--- src/hw/rtl/slbcs_pkg.sv ---
`timescale 1ns / 1ps

package slbcs_pkg;

  // Field types
  typedef logic [2:0]        net_state_t;
  typedef logic signed [7:0] dbm_t;
  typedef logic [15:0]       ms_t;
  typedef logic [2:0]        flash_cnt_t;
  typedef logic [16:0]       slice_sum_t;

  // Configuration register indexes
  typedef logic [2:0] cfg_index_t;
  localparam cfg_index_t REG_FLASH_MS      = 3'd0;
  localparam cfg_index_t REG_GAP_MS        = 3'd1;
  localparam cfg_index_t REG_GROUP_GAP_MS  = 3'd2;
  localparam cfg_index_t REG_PERIOD_MS     = 3'd3;
  localparam cfg_index_t REG_CHECK_MS      = 3'd4;
  localparam cfg_index_t REG_GOOD_DBM      = 3'd5;
  localparam cfg_index_t REG_FAIR_DBM      = 3'd6;

  // Register defaults after reset
  localparam ms_t  FLASH_MS_DEFAULT      = 16'd40;
  localparam ms_t  GAP_MS_DEFAULT        = 16'd220;
  localparam ms_t  GROUP_GAP_MS_DEFAULT  = 16'd1200;
  localparam ms_t  PERIOD_MS_DEFAULT     = 16'd10000;
  localparam ms_t  CHECK_MS_DEFAULT      = 16'd100;
  localparam dbm_t GOOD_DBM_DEFAULT      = -8'sd65;
  localparam dbm_t FAIR_DBM_DEFAULT      = -8'sd75;

  // Network state codes
  localparam net_state_t NET_CONNECTED   = 3'd0;
  localparam net_state_t NET_ASSOCIATING = 3'd1;
  localparam net_state_t NET_ASSOCIATED  = 3'd2;
  localparam net_state_t NET_AP_MODE     = 3'd3;
  localparam net_state_t NET_NO_CREDS    = 3'd4;

  typedef struct packed {
    ms_t  flash_ms;
    ms_t  gap_ms;
    ms_t  group_gap_ms;
    ms_t  period_ms;
    ms_t  check_ms;
    dbm_t good_dbm;
    dbm_t fair_dbm;
  } cfg_t;

  typedef enum logic [3:0] {
    PH_START     = 4'd0,
    PH_RST_ON    = 4'd1,
    PH_RST_OFF   = 4'd2,
    PH_ON        = 4'd3,
    PH_GAP       = 4'd4,
    PH_GROUP_END = 4'd5,
    PH_GGAP      = 4'd6,
    PH_SLICE_CHK = 4'd7,
    PH_SLICE     = 4'd8
  } phase_t;

  typedef struct packed {
    phase_t     phase;
    ms_t        tick_count;
    flash_cnt_t flashes_left;
    logic       in_second_group;
    slice_sum_t slice_waited;
  } seq_state_t;

  // Phases that count down ticks
  function automatic logic is_timed(phase_t ph);
    return (ph == PH_RST_ON) || (ph == PH_RST_OFF) || (ph == PH_ON) ||
           (ph == PH_GAP) || (ph == PH_GGAP) || (ph == PH_SLICE);
  endfunction

  // Flash count of the first group; unknown codes give two
  function automatic flash_cnt_t state_flashes(net_state_t s);
    flash_cnt_t n;
    unique case (s)
      NET_CONNECTED:   n = 3'd1;
      NET_ASSOCIATING: n = 3'd2;
      NET_ASSOCIATED:  n = 3'd3;
      NET_AP_MODE:     n = 3'd4;
      NET_NO_CREDS:    n = 3'd5;
      default:         n = 3'd2;
    endcase
    return n;
  endfunction

endpackage

--- src/hw/rtl/slbcs_ifs.sv ---
`timescale 1ns / 1ps

// Tick channel: one item per millisecond
interface slbcs_in_if;
  import slbcs_pkg::*;
  logic       valid;
  logic       ready;
  net_state_t net_state;
  dbm_t       sig_dbm;
  logic       reset_held;

  modport source(output valid, net_state, sig_dbm, reset_held, input ready);
  modport sink(input valid, net_state, sig_dbm, reset_held, output ready);
endinterface

// LED level channel: one result per tick
interface slbcs_out_if;
  logic valid;
  logic ready;
  logic led_on;
  logic reset_blink_mode;

  modport source(output valid, led_on, reset_blink_mode, input ready);
  modport sink(input valid, led_on, reset_blink_mode, output ready);
endinterface

--- src/hw/rtl/slbcs_cfg_regs.sv ---
`timescale 1ns / 1ps

module slbcs_cfg_regs (
  input  logic                    clk,
  input  logic                    rst,
  input  logic                    cfg_we,
  input  slbcs_pkg::cfg_index_t   cfg_index,
  input  slbcs_pkg::ms_t          cfg_data,
  output slbcs_pkg::cfg_t         cfg
);
  import slbcs_pkg::*;

  // Register file, loaded with defaults on reset
  always_ff @(posedge clk) begin
    if (rst) begin
      cfg.flash_ms      <= FLASH_MS_DEFAULT;
      cfg.gap_ms        <= GAP_MS_DEFAULT;
      cfg.group_gap_ms  <= GROUP_GAP_MS_DEFAULT;
      cfg.period_ms     <= PERIOD_MS_DEFAULT;
      cfg.check_ms      <= CHECK_MS_DEFAULT;
      cfg.good_dbm      <= GOOD_DBM_DEFAULT;
      cfg.fair_dbm      <= FAIR_DBM_DEFAULT;
    end else if (cfg_we) begin
      unique case (cfg_index)
        REG_FLASH_MS:      cfg.flash_ms      <= cfg_data;
        REG_GAP_MS:        cfg.gap_ms        <= cfg_data;
        REG_GROUP_GAP_MS:  cfg.group_gap_ms  <= cfg_data;
        REG_PERIOD_MS:     cfg.period_ms     <= cfg_data;
        REG_CHECK_MS:      cfg.check_ms      <= cfg_data;
        REG_GOOD_DBM:      cfg.good_dbm      <= cfg_data[7:0];
        REG_FAIR_DBM:      cfg.fair_dbm      <= cfg_data[7:0];
        default: ;
      endcase
    end
  end

endmodule

--- src/hw/rtl/slbcs_seq.sv ---
`timescale 1ns / 1ps

module slbcs_seq (
  input  logic                  clk,
  input  logic                  rst,
  input  logic                  step,
  input  slbcs_pkg::cfg_t       cfg,
  input  slbcs_pkg::net_state_t net_state,
  input  slbcs_pkg::dbm_t       sig_dbm,
  input  logic                  reset_held,
  output logic                  led_on,
  output logic                  reset_blink_mode
);
  import slbcs_pkg::*;

  seq_state_t state;
  seq_state_t state_next;

  ms_t        flash_m1;
  ms_t        check_m1;
  ms_t        check_eff;
  flash_cnt_t fl_dec;
  flash_cnt_t sig_flashes;
  slice_sum_t slice_sum;
  slice_sum_t chk_sw;
  logic       go_group_end;
  logic       go_chk;
  logic       go_start;

  // Zero flash or check length counts as one tick
  assign check_eff = (cfg.check_ms == '0) ? 16'd1 : cfg.check_ms;
  assign flash_m1  = (cfg.flash_ms == '0) ? '0 : cfg.flash_ms - 16'd1;
  assign check_m1  = check_eff - 16'd1;
  assign fl_dec    = (state.flashes_left != '0) ? state.flashes_left - 3'd1 : '0;
  assign slice_sum = state.slice_waited + {1'b0, check_eff};

  // Signal group size from the thresholds; none in the second group or at 0 dBm
  always_comb begin
    if (state.in_second_group || sig_dbm == '0) begin
      sig_flashes = '0;
    end else if (sig_dbm >= cfg.good_dbm) begin
      sig_flashes = 3'd3;
    end else if (sig_dbm >= cfg.fair_dbm) begin
      sig_flashes = 3'd2;
    end else begin
      sig_flashes = 3'd1;
    end
  end

  // Resolve all zero-time decisions down to the phase that owns this tick
  always_comb begin
    state_next       = state;
    led_on           = 1'b0;
    reset_blink_mode = 1'b0;
    go_group_end     = 1'b0;
    go_chk           = 1'b0;
    go_start         = 1'b0;
    chk_sw           = state.slice_waited;

    if (is_timed(state.phase) && state.tick_count != '0) begin
      state_next.tick_count = state.tick_count - 16'd1;
      led_on           = (state.phase == PH_RST_ON) || (state.phase == PH_ON);
      reset_blink_mode = (state.phase == PH_RST_ON) || (state.phase == PH_RST_OFF);
    end else begin
      unique case (state.phase)
        PH_RST_ON: begin
          state_next.phase      = PH_RST_OFF;
          state_next.tick_count = check_m1;
          reset_blink_mode      = 1'b1;
        end
        PH_RST_OFF: go_start = 1'b1;
        PH_ON: begin
          state_next.flashes_left = fl_dec;
          if (fl_dec == '0) begin
            go_group_end = 1'b1;
          end else if (cfg.gap_ms != '0) begin
            state_next.phase      = PH_GAP;
            state_next.tick_count = cfg.gap_ms - 16'd1;
          end else begin
            state_next.tick_count = flash_m1;
            led_on                = 1'b1;
          end
        end
        PH_GAP: begin
          state_next.phase      = PH_ON;
          state_next.tick_count = flash_m1;
          led_on                = 1'b1;
        end
        PH_GGAP: begin
          state_next.phase           = PH_ON;
          state_next.in_second_group = 1'b1;
          state_next.tick_count      = flash_m1;
          led_on                     = 1'b1;
        end
        PH_GROUP_END: go_group_end = 1'b1;
        PH_SLICE_CHK: go_chk = 1'b1;
        PH_SLICE: begin
          state_next.slice_waited = slice_sum;
          chk_sw                  = slice_sum;
          go_chk                  = 1'b1;
        end
        default: go_start = 1'b1;
      endcase
    end

    // End of a group: optional signal group, else the idle wait
    if (go_group_end) begin
      if (sig_flashes != '0) begin
        state_next.flashes_left = sig_flashes;
        if (cfg.group_gap_ms != '0) begin
          state_next.phase      = PH_GGAP;
          state_next.tick_count = cfg.group_gap_ms - 16'd1;
        end else begin
          state_next.phase           = PH_ON;
          state_next.in_second_group = 1'b1;
          state_next.tick_count      = flash_m1;
          led_on                     = 1'b1;
        end
      end else begin
        state_next.slice_waited = '0;
        chk_sw                  = '0;
        go_chk                  = 1'b1;
      end
    end

    // Slice boundary: done waiting or reset held restarts the cycle
    if (go_chk) begin
      if (chk_sw >= {1'b0, cfg.period_ms} || reset_held) begin
        go_start = 1'b1;
      end else begin
        state_next.phase      = PH_SLICE;
        state_next.tick_count = check_m1;
      end
    end

    // Cycle start
    if (go_start) begin
      led_on = 1'b1;
      if (reset_held) begin
        state_next.phase      = PH_RST_ON;
        state_next.tick_count = check_m1;
        reset_blink_mode      = 1'b1;
      end else begin
        state_next.phase           = PH_ON;
        state_next.tick_count      = flash_m1;
        state_next.flashes_left    = state_flashes(net_state);
        state_next.in_second_group = 1'b0;
      end
    end
  end

  // Sequencer state
  always_ff @(posedge clk) begin
    if (rst) begin
      state.phase           <= PH_START;
      state.tick_count      <= '0;
      state.flashes_left    <= '0;
      state.in_second_group <= 1'b0;
      state.slice_waited    <= '0;
    end else if (step) begin
      state <= state_next;
    end
  end

  // Every tick lands in a counting phase
  a_lands_timed: assert property (@(posedge clk) disable iff (rst)
    step |=> (state.phase == PH_RST_ON || state.phase == PH_RST_OFF ||
              state.phase == PH_ON || state.phase == PH_GAP ||
              state.phase == PH_GGAP || state.phase == PH_SLICE))
    else $error("sequencer stopped outside a counting phase");

  // No group is longer than five flashes
  a_flash_bound: assert property (@(posedge clk) disable iff (rst)
    state.flashes_left <= 3'd5)
    else $error("flash count out of range");

  // A dark tick outside the reset blink belongs to a gap or a slice
  a_dark_phase: assert property (@(posedge clk) disable iff (rst)
    step && !led_on && !reset_blink_mode |=>
      (state.phase == PH_GAP || state.phase == PH_GGAP || state.phase == PH_SLICE))
    else $error("dark tick in a lit phase");

  // Blink mode ticks stay in the reset blink phases
  a_blink_phase: assert property (@(posedge clk) disable iff (rst)
    step && reset_blink_mode |=>
      (state.phase == PH_RST_ON || state.phase == PH_RST_OFF))
    else $error("reset blink flag outside reset blink");

endmodule

--- src/hw/rtl/status_led_blink_code_sequencer_core.sv ---
`timescale 1ns / 1ps

// Channel  Dir  Payload                          Transfer when
// item     in   net_state, sig_dbm, reset_held   item.valid && item.ready
// result   out  led_on, reset_blink_mode         result.valid && result.ready
// cfg      in   cfg_index, cfg_data              cfg_we
//
// One tick per cycle sustained while the result is taken; each tick passes
// through the input register and then the result register before it is offered.
// The sequencer state and the result register update together on the cycle a
// tick leaves the input register, so consecutive ticks see each other's state.
// A stalled result holds the input register; the input side stalls only when
// both registers are full. rst is synchronous and restores register defaults.

module status_led_blink_code_sequencer_core (
  input  logic                  clk,
  input  logic                  rst,
  slbcs_in_if.sink              item,
  slbcs_out_if.source           result,
  input  logic                  cfg_we,
  input  slbcs_pkg::cfg_index_t cfg_index,
  input  slbcs_pkg::ms_t        cfg_data
);
  import slbcs_pkg::*;

  cfg_t       cfg;
  logic       in_valid;
  net_state_t in_net_state;
  dbm_t       in_sig_dbm;
  logic       in_reset_held;
  logic       advance;
  logic       led_on_next;
  logic       blink_next;
  logic       out_valid;
  logic       out_led_on;
  logic       out_blink;

  slbcs_cfg_regs u_cfg (
    .clk       (clk),
    .rst       (rst),
    .cfg_we    (cfg_we),
    .cfg_index (cfg_index),
    .cfg_data  (cfg_data),
    .cfg       (cfg)
  );

  // Pipeline moves when the result register is free or being drained
  assign advance    = in_valid && (!out_valid || result.ready);
  assign item.ready = !in_valid || advance;

  // Input register
  always_ff @(posedge clk) begin
    if (rst) begin
      in_valid <= 1'b0;
    end else if (item.ready) begin
      in_valid <= item.valid;
    end
  end

  always_ff @(posedge clk) begin
    if (item.valid && item.ready) begin
      in_net_state  <= item.net_state;
      in_sig_dbm    <= item.sig_dbm;
      in_reset_held <= item.reset_held;
    end
  end

  slbcs_seq u_seq (
    .clk              (clk),
    .rst              (rst),
    .step             (advance),
    .cfg              (cfg),
    .net_state        (in_net_state),
    .sig_dbm          (in_sig_dbm),
    .reset_held       (in_reset_held),
    .led_on           (led_on_next),
    .reset_blink_mode (blink_next)
  );

  // Result register
  always_ff @(posedge clk) begin
    if (rst) begin
      out_valid <= 1'b0;
    end else if (advance) begin
      out_valid <= 1'b1;
    end else if (result.ready) begin
      out_valid <= 1'b0;
    end
  end

  always_ff @(posedge clk) begin
    if (advance) begin
      out_led_on <= led_on_next;
      out_blink  <= blink_next;
    end
  end

  assign result.valid            = out_valid;
  assign result.led_on           = out_led_on;
  assign result.reset_blink_mode = out_blink;

endmodule
--- src/flat_wrapper.sv ---
// flat-port wrapper written by rule: the top's interface ports become plain ports
module status_led_blink_code_sequencer_core_flat import slbcs_pkg::*;
  (clk, rst, cfg_we, cfg_index, cfg_data, item_valid, item_net_state, item_sig_dbm, item_reset_held, item_ready, result_valid, result_led_on, result_reset_blink_mode, result_ready);
  slbcs_in_if item_i ();
  slbcs_out_if result_i ();
  input  logic clk;
  input  logic rst;
  input  logic cfg_we;
  input  slbcs_pkg::cfg_index_t cfg_index;
  input  slbcs_pkg::ms_t cfg_data;
  input wire logic [$bits(item_i.valid)-1:0] item_valid;
  input wire logic [$bits(item_i.net_state)-1:0] item_net_state;
  input wire logic [$bits(item_i.sig_dbm)-1:0] item_sig_dbm;
  input wire logic [$bits(item_i.reset_held)-1:0] item_reset_held;
  output wire logic [$bits(item_i.ready)-1:0] item_ready;
  output wire logic [$bits(result_i.valid)-1:0] result_valid;
  output wire logic [$bits(result_i.led_on)-1:0] result_led_on;
  output wire logic [$bits(result_i.reset_blink_mode)-1:0] result_reset_blink_mode;
  input wire logic [$bits(result_i.ready)-1:0] result_ready;
  assign item_i.valid = item_valid;
  assign item_i.net_state = item_net_state;
  assign item_i.sig_dbm = item_sig_dbm;
  assign item_i.reset_held = item_reset_held;
  assign item_ready = item_i.ready;
  assign result_valid = result_i.valid;
  assign result_led_on = result_i.led_on;
  assign result_reset_blink_mode = result_i.reset_blink_mode;
  assign result_i.ready = result_ready;
  status_led_blink_code_sequencer_core u_core (.clk(clk), .rst(rst), .item(item_i), .result(result_i), .cfg_we(cfg_we), .cfg_index(cfg_index), .cfg_data(cfg_data));
endmodule
--- config.mk ---
export PLATFORM = sky130hd
export DESIGN_NAME = status_led_blink_code_sequencer_core_flat
export DESIGN_NICKNAME = d
export VERILOG_FILES = /design/src/hw/rtl/slbcs_pkg.sv /design/src/hw/rtl/slbcs_ifs.sv /design/src/hw/rtl/slbcs_cfg_regs.sv /design/src/hw/rtl/slbcs_seq.sv /design/src/hw/rtl/status_led_blink_code_sequencer_core.sv /design/src/flat_wrapper.sv
export SDC_FILE = /design/constraint.sdc
export NUM_CORES = 1
export LEC_CHECK = 0
export BUFFER_PORTS_ARGS = -buffer_cell sky130_fd_sc_hd__buf_2
export CAP_MARGIN = 10
export CORE_MARGIN = 5
export CORE_UTILIZATION = 28
export DETAILED_ROUTE_END_ITERATION = 12
export MAX_ROUTING_LAYER = met4
export PLACE_DENSITY = 0.5
export SYNTH_ARGS = -nofsm -noshare
export SYNTH_HDL_FRONTEND = slang
export SYNTH_HIERARCHICAL = 1
export SYNTH_SLANG_ARGS = --single-unit
--- constraint.sdc ---
create_clock -name clk -period 5.15 [get_ports clk]
set_input_delay 0.515 -clock clk [delete_from_list [all_inputs] [get_ports clk]]
set_output_delay 0.515 -clock clk [all_outputs]
set_load 0.01 [all_outputs]
Word level (Yosys, flattened, before mapping)
Cells that the tools add are included.
- flip-flop bits (word level): 153
- logic and storage cells: 137
- $add $sub $neg: 7
- order comparisons: 3
- equality and inequality tests: 17
- mux-type cells: 54
- reductions and logical operators: 37
- operators by type and width (cell ; number):
    $mux W17 ; 5
    $sub A16 B1 Y16 const B ; 5
    $mux W16 ; 4
    $mux W20 ; 3
    $pmux W20 S3 ; 1
    $mux W24 ; 2
    $reduce_bool A16 Y1 ; 3
    $mux W41 ; 1
    $logic_not A16 Y1 ; 2
    $mux W1 ; 24
    $mux W21 ; 1
    $mux W19 ; 1
    $mux W18 ; 1
    $add A17 B16 Y17 ; 1
    $ge A17 B16 Y1 ; 1
    $eq A4 B3 Y1 const B ; 4
    $ge A8 B8 Y1 ; 2
    $reduce_and A2 Y1 ; 7
    $eq A3 B2 Y1 const B ; 4
    $eq A3 B3 Y1 const B ; 4
    $mux W4 ; 3
    $pmux W3 S4 ; 1
    $logic_or A1 B1 Y1 ; 10
    $logic_not A3 Y1 ; 3
    other kinds (15) ; 25

Logic depth before layout (Yosys ltp)
- depth in word-level cells: 15
- depth in mapped cells: 29
- gate-level depth less buffers: 27

By module
The synthesis kept the hierarchy.
- by module, submodules not included (module ; times used ; cells each ; area an instance (sq um)):
    slbcs_seq ; 1 ; 974 ; 6718.9
    slbcs_cfg_regs ; 1 ; 355 ; 3816.2
    status_led_blink_code_sequencer_core ; 1 ; 24 ; 524.3

Worst setup path before layout
Ideal clock, no wire load.
- path kind: register -> register
- start: reg, netlist name u_core/u_cfg/cfg[26]
- end: reg u_core/u_seq/state[20] (netlist name)
- setup time: 71 ps
- data arrival time: 5386 ps
- path slack: -307 ps
- cell stages (with the launch flop): 27
- cell sequence: dfxtp_1 > or4_1 > nor2_1 > and2_1 > a21oi_1 > inv_1 > ha_1 > inv_1 > fa_1 > nand2b_1 > a21o_1 > a21o_1 > nand3_1 > a21o_1 > a21oi_1 > xnor2_1 > nand2_1 > a21oi_1 > ha_1 > a21o_1 > a211o_1 > a41oi_1 > a21oi_1 > a2bb2oi_1 > a311oi_4 > or4b_2 > a21oi_1
- cells in the longest elaborated chain, start to end: 12
- RTL lines (element ; line ; source):
    $logic_not A16 Y1 ; slbcs_seq.sv:31 ; assign check_eff = (cfg.check_ms == '0) ? 16'd1 : cfg.check_ms;
    $mux W16 * ; slbcs_seq.sv:31 ;
    $add A17 B16 Y17 * ; slbcs_seq.sv:35 ; assign slice_sum = state.slice_waited + {1'b0, check_eff};
    $mux W17 * ; slbcs_seq.sv:65 ; unique case (state.phase)
    $mux W17 * ; slbcs_seq.sv:60 ; if (is_timed(state.phase) && state.tick_count != '0) begin
    $mux W17 ; slbcs_seq.sv:108 ; if (sig_flashes != '0) begin
    $mux W17 * ; slbcs_seq.sv:107 ; if (go_group_end) begin
    via u_core.u_seq.chk_sw[14] ; slbcs_seq.sv:25 ; slice_sum_t chk_sw;
    $ge A17 B16 Y1 * ; slbcs_seq.sv:128 ; if (chk_sw >= {1'b0, cfg.period_ms} || reset_held) begin
    $logic_or A1 B1 Y1 * ; slbcs_seq.sv:128 ;
    $mux W1 * ; slbcs_seq.sv:128 ;
    $mux W1 * ; slbcs_seq.sv:127 ; if (go_chk) begin
    $mux W24 * ; slbcs_seq.sv:137 ; if (go_start) begin
    end signal, assigned ; slbcs_seq.sv:161 ; state <= state_next;
    end, declared ; slbcs_seq.sv:16 ; seq_state_t state;
Mark *: on every way through the listed nets, which the timed path passes. The rest lies on a longest branch.
A chain may end at the register's enable or synchronous reset.

Worst setup path after layout
- start: reg, netlist name u_core/u_cfg/cfg[28]
- end: reg u_core/u_seq/state[36] (netlist name)
- cells in the longest elaborated chain, start to end: 12
- elaborated cells on any way between the ends: 20
- classes of those cells: add/sub: 2; order compare: 1; mux: 15; reduce/logical: 2
- RTL lines (element ; line):
    $logic_not A16 Y1 ; slbcs_seq.sv:31
    $mux W16 * ; slbcs_seq.sv:31
    $add A17 B16 Y17 * ; slbcs_seq.sv:35
    $mux W17 * ; slbcs_seq.sv:65
    $mux W17 * ; slbcs_seq.sv:60
    $mux W17 ; slbcs_seq.sv:108
    $mux W17 * ; slbcs_seq.sv:107
    via u_core.u_seq.chk_sw[14] ; slbcs_seq.sv:25
    $ge A17 B16 Y1 * ; slbcs_seq.sv:128
    $logic_or A1 B1 Y1 * ; slbcs_seq.sv:128
    $mux W20 or $mux W1 (tied branches) ; slbcs_seq.sv:128
    $mux W20 or $mux W1 (tied branches) ; slbcs_seq.sv:127
    $mux W24 * ; slbcs_seq.sv:137
Marks and branches as above.

==> summary.txt <==
Critical path
  – Reg2reg path depth: 28
  – Worst EP required: 5.49 ns
  – CP dominant cell by count: a21o_1
  – Worst r2r src: u_core/u_cfg/cfg[28]
  – Crit path DAT: 5.55 ns
  – Setup crit end kind: flop
  – Crit path kind: flop to flop
  – Reg2reg setup slack: -0.06 ns
  – Largest stage delay, worst path: 0.54 ns
  – Worst setup path endpoint: u_core/u_seq/state[36]
  – FF-to-FF End: u_core/u_seq/state[36]
  – Slowest stage cell on the critical path: or4_4
  – CP Launch Type: flop
  – CP max FO: 6
  – Worst setup startpoint: u_core/u_cfg/cfg[28]

Global route
  – First-pass GRT wire length: 58100 um
  – Vias in the first global route: 9789
  – Largest net degree at the start of global routing: 85
  – GRT Overall Usage: 17.6%
  – GR Overflow Total: 0
  – Initial antenna violation count: 1

Layout
  – Final cell count without fillers: 1937
  – Fill count: 4080
  – Nets: 1495
  – Area occupied by registers: 0.00321 mm2
  – Layout cells sized above 1: 16.7%
  – P&R area growth vs syn: 18.1%
  – Core Util, Final: 33.6%
  – Multi-input gate area: 0.00747 mm2

Pwr
  – Register share of total power: 40.6%
  – Internal Pwr Total: 0.00213 W
  – PwrDens: 242 mW/mm2
  – Clock network power share: 40.7%
  – Maximum vdd ir drop: 0.216 mV
  – Lkg Pwr: 5.38 nW
  – Combinational Power Share: 18.7%
  – Tot Pwr: 0.00317 W
  – Sw power: 0.00103 W
  – Net Sw Frac: 32.7%

Logic synthesis
  – Post-synthesis net count: 1443
  – Post-synthesis mux area share: 10.3%
  – Top FF cell, synth: dfxtp_1
  – Yosys warning count: 6
  – Largest family of logic cells by synthesized area: simple AND/OR/NAND/NOR gates
  – Synth Register Bits: 153
  – Post-synthesis compound-gate area fraction: 19.0%
  – Post-synthesis xor/xnor area fraction: 4.20%
  – Post-synthesis simple-gate area fraction: 25.7%
  – Cells after Synth: 1353
  – Cell taking the most area after synthesis: dfxtp_1
  – Largest cells by area after synthesis: dfxtp_1, mux2i_1, ha_1
  – Synth top area share: 25.2%
  – Sequential-to-total area share from yosys stat: 29.0%
  – Post-Syn Area: 0.0111 mm2
  – Netlist cell types: 98
  – Mean area per synthesized cell: 8.17 um2
  – Asr flop ratio synth: 0%
  – Post-synthesis adder-cell area fraction: 6.18%
  – Post-synth EDFFs: 14

Clocking
  – Clock tree root driver cell: clkbuf_16
  – H-tree levels: 4
  – Worst skew pair latency: 0.45 ns
  – Cts bufs inserted: 17
  – CTS Hold Bufs: 0
  – CTS Buffer Depth: 2
  – Clock Sinks: 153
  – Clk slew on worst S/H paths: 0.07 ns
  – TritonCTS clock tree: done

Die
  – Boundary Pins: 40
  – Starting Density: 28.5%
  – Die area: 0.0436 mm2
  – Row count: 72
  – Die Wd: 209 um
  – Die height: 209 um
  – Core ar.: 0.0388 mm2

Routing
  – Router iterations before antenna repair: 6
  – Routed WL per cell: 20.1 um
  – Vias per cell: 5.34
  – DRC viols: 0
  – First-iteration detailed-routing DRC count: 987
  – Vias post-DR: 10.3k
  – DRT Wirelength: 38900 um
  – Post-route ant nets: 0

STA
  – Fmax: 0.192 GHz
  – Final Setup Violations: 11
  – Final period util: 101%
  – Shortest period the worst path allows: 5.21 ns
  – Worst-Margin Slew: 1.34 ns
  – Worst slew margin: 9.37%
  – Final Hold Viols: 0
  – Worst Skew: 0.0159 ns
  – Final Max Slew Viols: 0
  – RSZ-0062 raised after global routing: true
  – WHS: 0.239 ns
  – Final setup margin: -0.0637 ns

Placed design
  – Dpl ws: -0.198 ns
  – Port Buffers: 39
  – RePlAce Congestion: 0.997
  – Detailed Place HPWL: 29500 um
  – Placed cells: 1890

Worst hold path
  – Hold path startpoint: item_sig_dbm[4]
  – Hold crit path type: primary input to flop

Outcome
  – Violated checks: setup timing
  – Status: finished, violations left

Job
  – Max-cap violations: 0
==> layout by cell type (no fill, tap or decap), types with 7 or more instances in the layout <==
cell	count
or3_1	16
o31ai_1	10
or4_1	10
a211oi_2	8
o21bai_1	7
nand3_1	21
a21o_1	21
buf_2	38
edfxtp_1	14
o21ai_0	39
a32oi_1	7
nor3_1	41
inv_1	51
buf_4	73
and3_1	9
nand2_1	88
a211oi_1	10
dfxtp_1	136
nor2_1	162
a21oi_1	83
xor2_1	24
mux2i_1	111
o211ai_1	7
ha_1	52
a31oi_1	11
nor4_1	12
nand2b_1	99
clkbuf_16	19
xnor2_1	29
==> critical path, delay by kind of cell (launching register included) <==
kind                     cells  cell delay, ns
XOR/XNOR                     1            0.20
AND/OR/NAND/NOR              8            1.43
flip-flops                   1            0.32
adder cells (fa/ha/maj)      3            0.73
buffers and inverters        3            0.33
AO/OA/AOI/OAI               13            2.09
==> cells in the mapped netlist, drive strengths merged (12+ instances only) <==
master,number
dfxtp,139
xnor2,29
xor2,24
nor3,43
edfxtp,14
nand3,24
nand2,91
a211oi,18
nand2b,101
o21ai,44
mux2i,111
or3,17
buf,31
nor2,167
nor4,14
or4,12
a31oi,14
a21oi,90
inv,53
ha,53
clkbuf,58
a21o,21
==> layout make-up <==
cell class | count | area share (%)
clock buffers | 17 | 3.26
diodes | 1 | 0.0192
inverters | 53 | 1.52
multi-input cells | 1058 | 57.2
repair buffers | 122 | 7.11
clock inverters | 15 | 1.37
well taps | 518 | 4.96
flip-flops and latches | 153 | 24.6
==> per-layer routing <==
layer | wire, um | vias up | GRT usage [%]
li1 | - | 4979 | -
met1 | 18000 | 4934 | 23.2
met2 | 17400 | 352 | 27.1
met3 | 2190 | 81 | 3.16
met4 | 1370 | 0 | 6.30
met5 | 0 | - | -
==> worst min-delay path by stage <==
stage	endpoint	depth (start not counted)	slack, ns
final	u_core/in_sig_dbm[4]	1	0.24
after global routing	u_core/in_sig_dbm[6]	1	0.22
after CTS	u_core/in_sig_dbm[4]	1	0.22
after detailed placement	u_core/u_cfg/cfg[34]	2	0.47
after global placement	u_core/u_cfg/cfg[35]	2	0.47
after floorplan	u_core/u_cfg/cfg[39]	2	0.45
==> power groups by stage <==
| stage | registers (W) | clock network (W) | logic (W) |
|---|---|---|---|
| 2_1_floorplan | 0.00130 | 0 | 0.000357 |
| 3_3_place_gp | 0.00131 | 0 | 0.000524 |
| 3_5_place_dp | 0.00131 | 0 | 0.000522 |
| 4_1_cts | 0.00129 | 0.00132 | 0.000541 |
| 5_1_grt | 0.00129 | 0.00137 | 0.000634 |
| 6_report | 0.00129 | 0.00129 | 0.000591 |
==> state kept, by name, summed over array words and instances (netlist names) <==
signal	count
u_core/result.reset_blink_mode	1
u_core/result.led_on	1
u_core/u_cfg/cfg	96
u_core/in_reset_held	1
u_core/in_net_state	3
u_core/u_seq/state	41
u_core/result.valid	1
u_core/in_sig_dbm	8
u_core/in_valid	1
==> metrics by stage <==
step	instance area [um2]	TNS, ns
3_5_place_dp	12100	-2.39
3_3_place_gp	12100	-1.01
6_report	13100	-0.514
5_1_grt	13100	-5.90
4_1_cts	12800	-0.576
2_1_floorplan	11100	0
==> cells by family (layout without fill, tap and decap cells) <==
kind of cell / after synthesis / in the layout
AND/OR/NAND/NOR: 538 / 538
AO/OA/AOI/OAI: 300 / 300
flip-flops: 153 / 153
buffers and inverters: 142 / 207
multiplexers: 113 / 113
adder cells (fa/ha/maj): 54 / 54
XOR/XNOR: 53 / 53
other: 0 / 1
==> what timing repair did <==
item,CTS,global route
pin swaps,16,17
setup buffers,9,3
resized for setup,19,33
gates cloned,0,3
setup endpoints to repair,24,25
hold endpoints to repair,0,0
(Power assumes the default switching activity.)
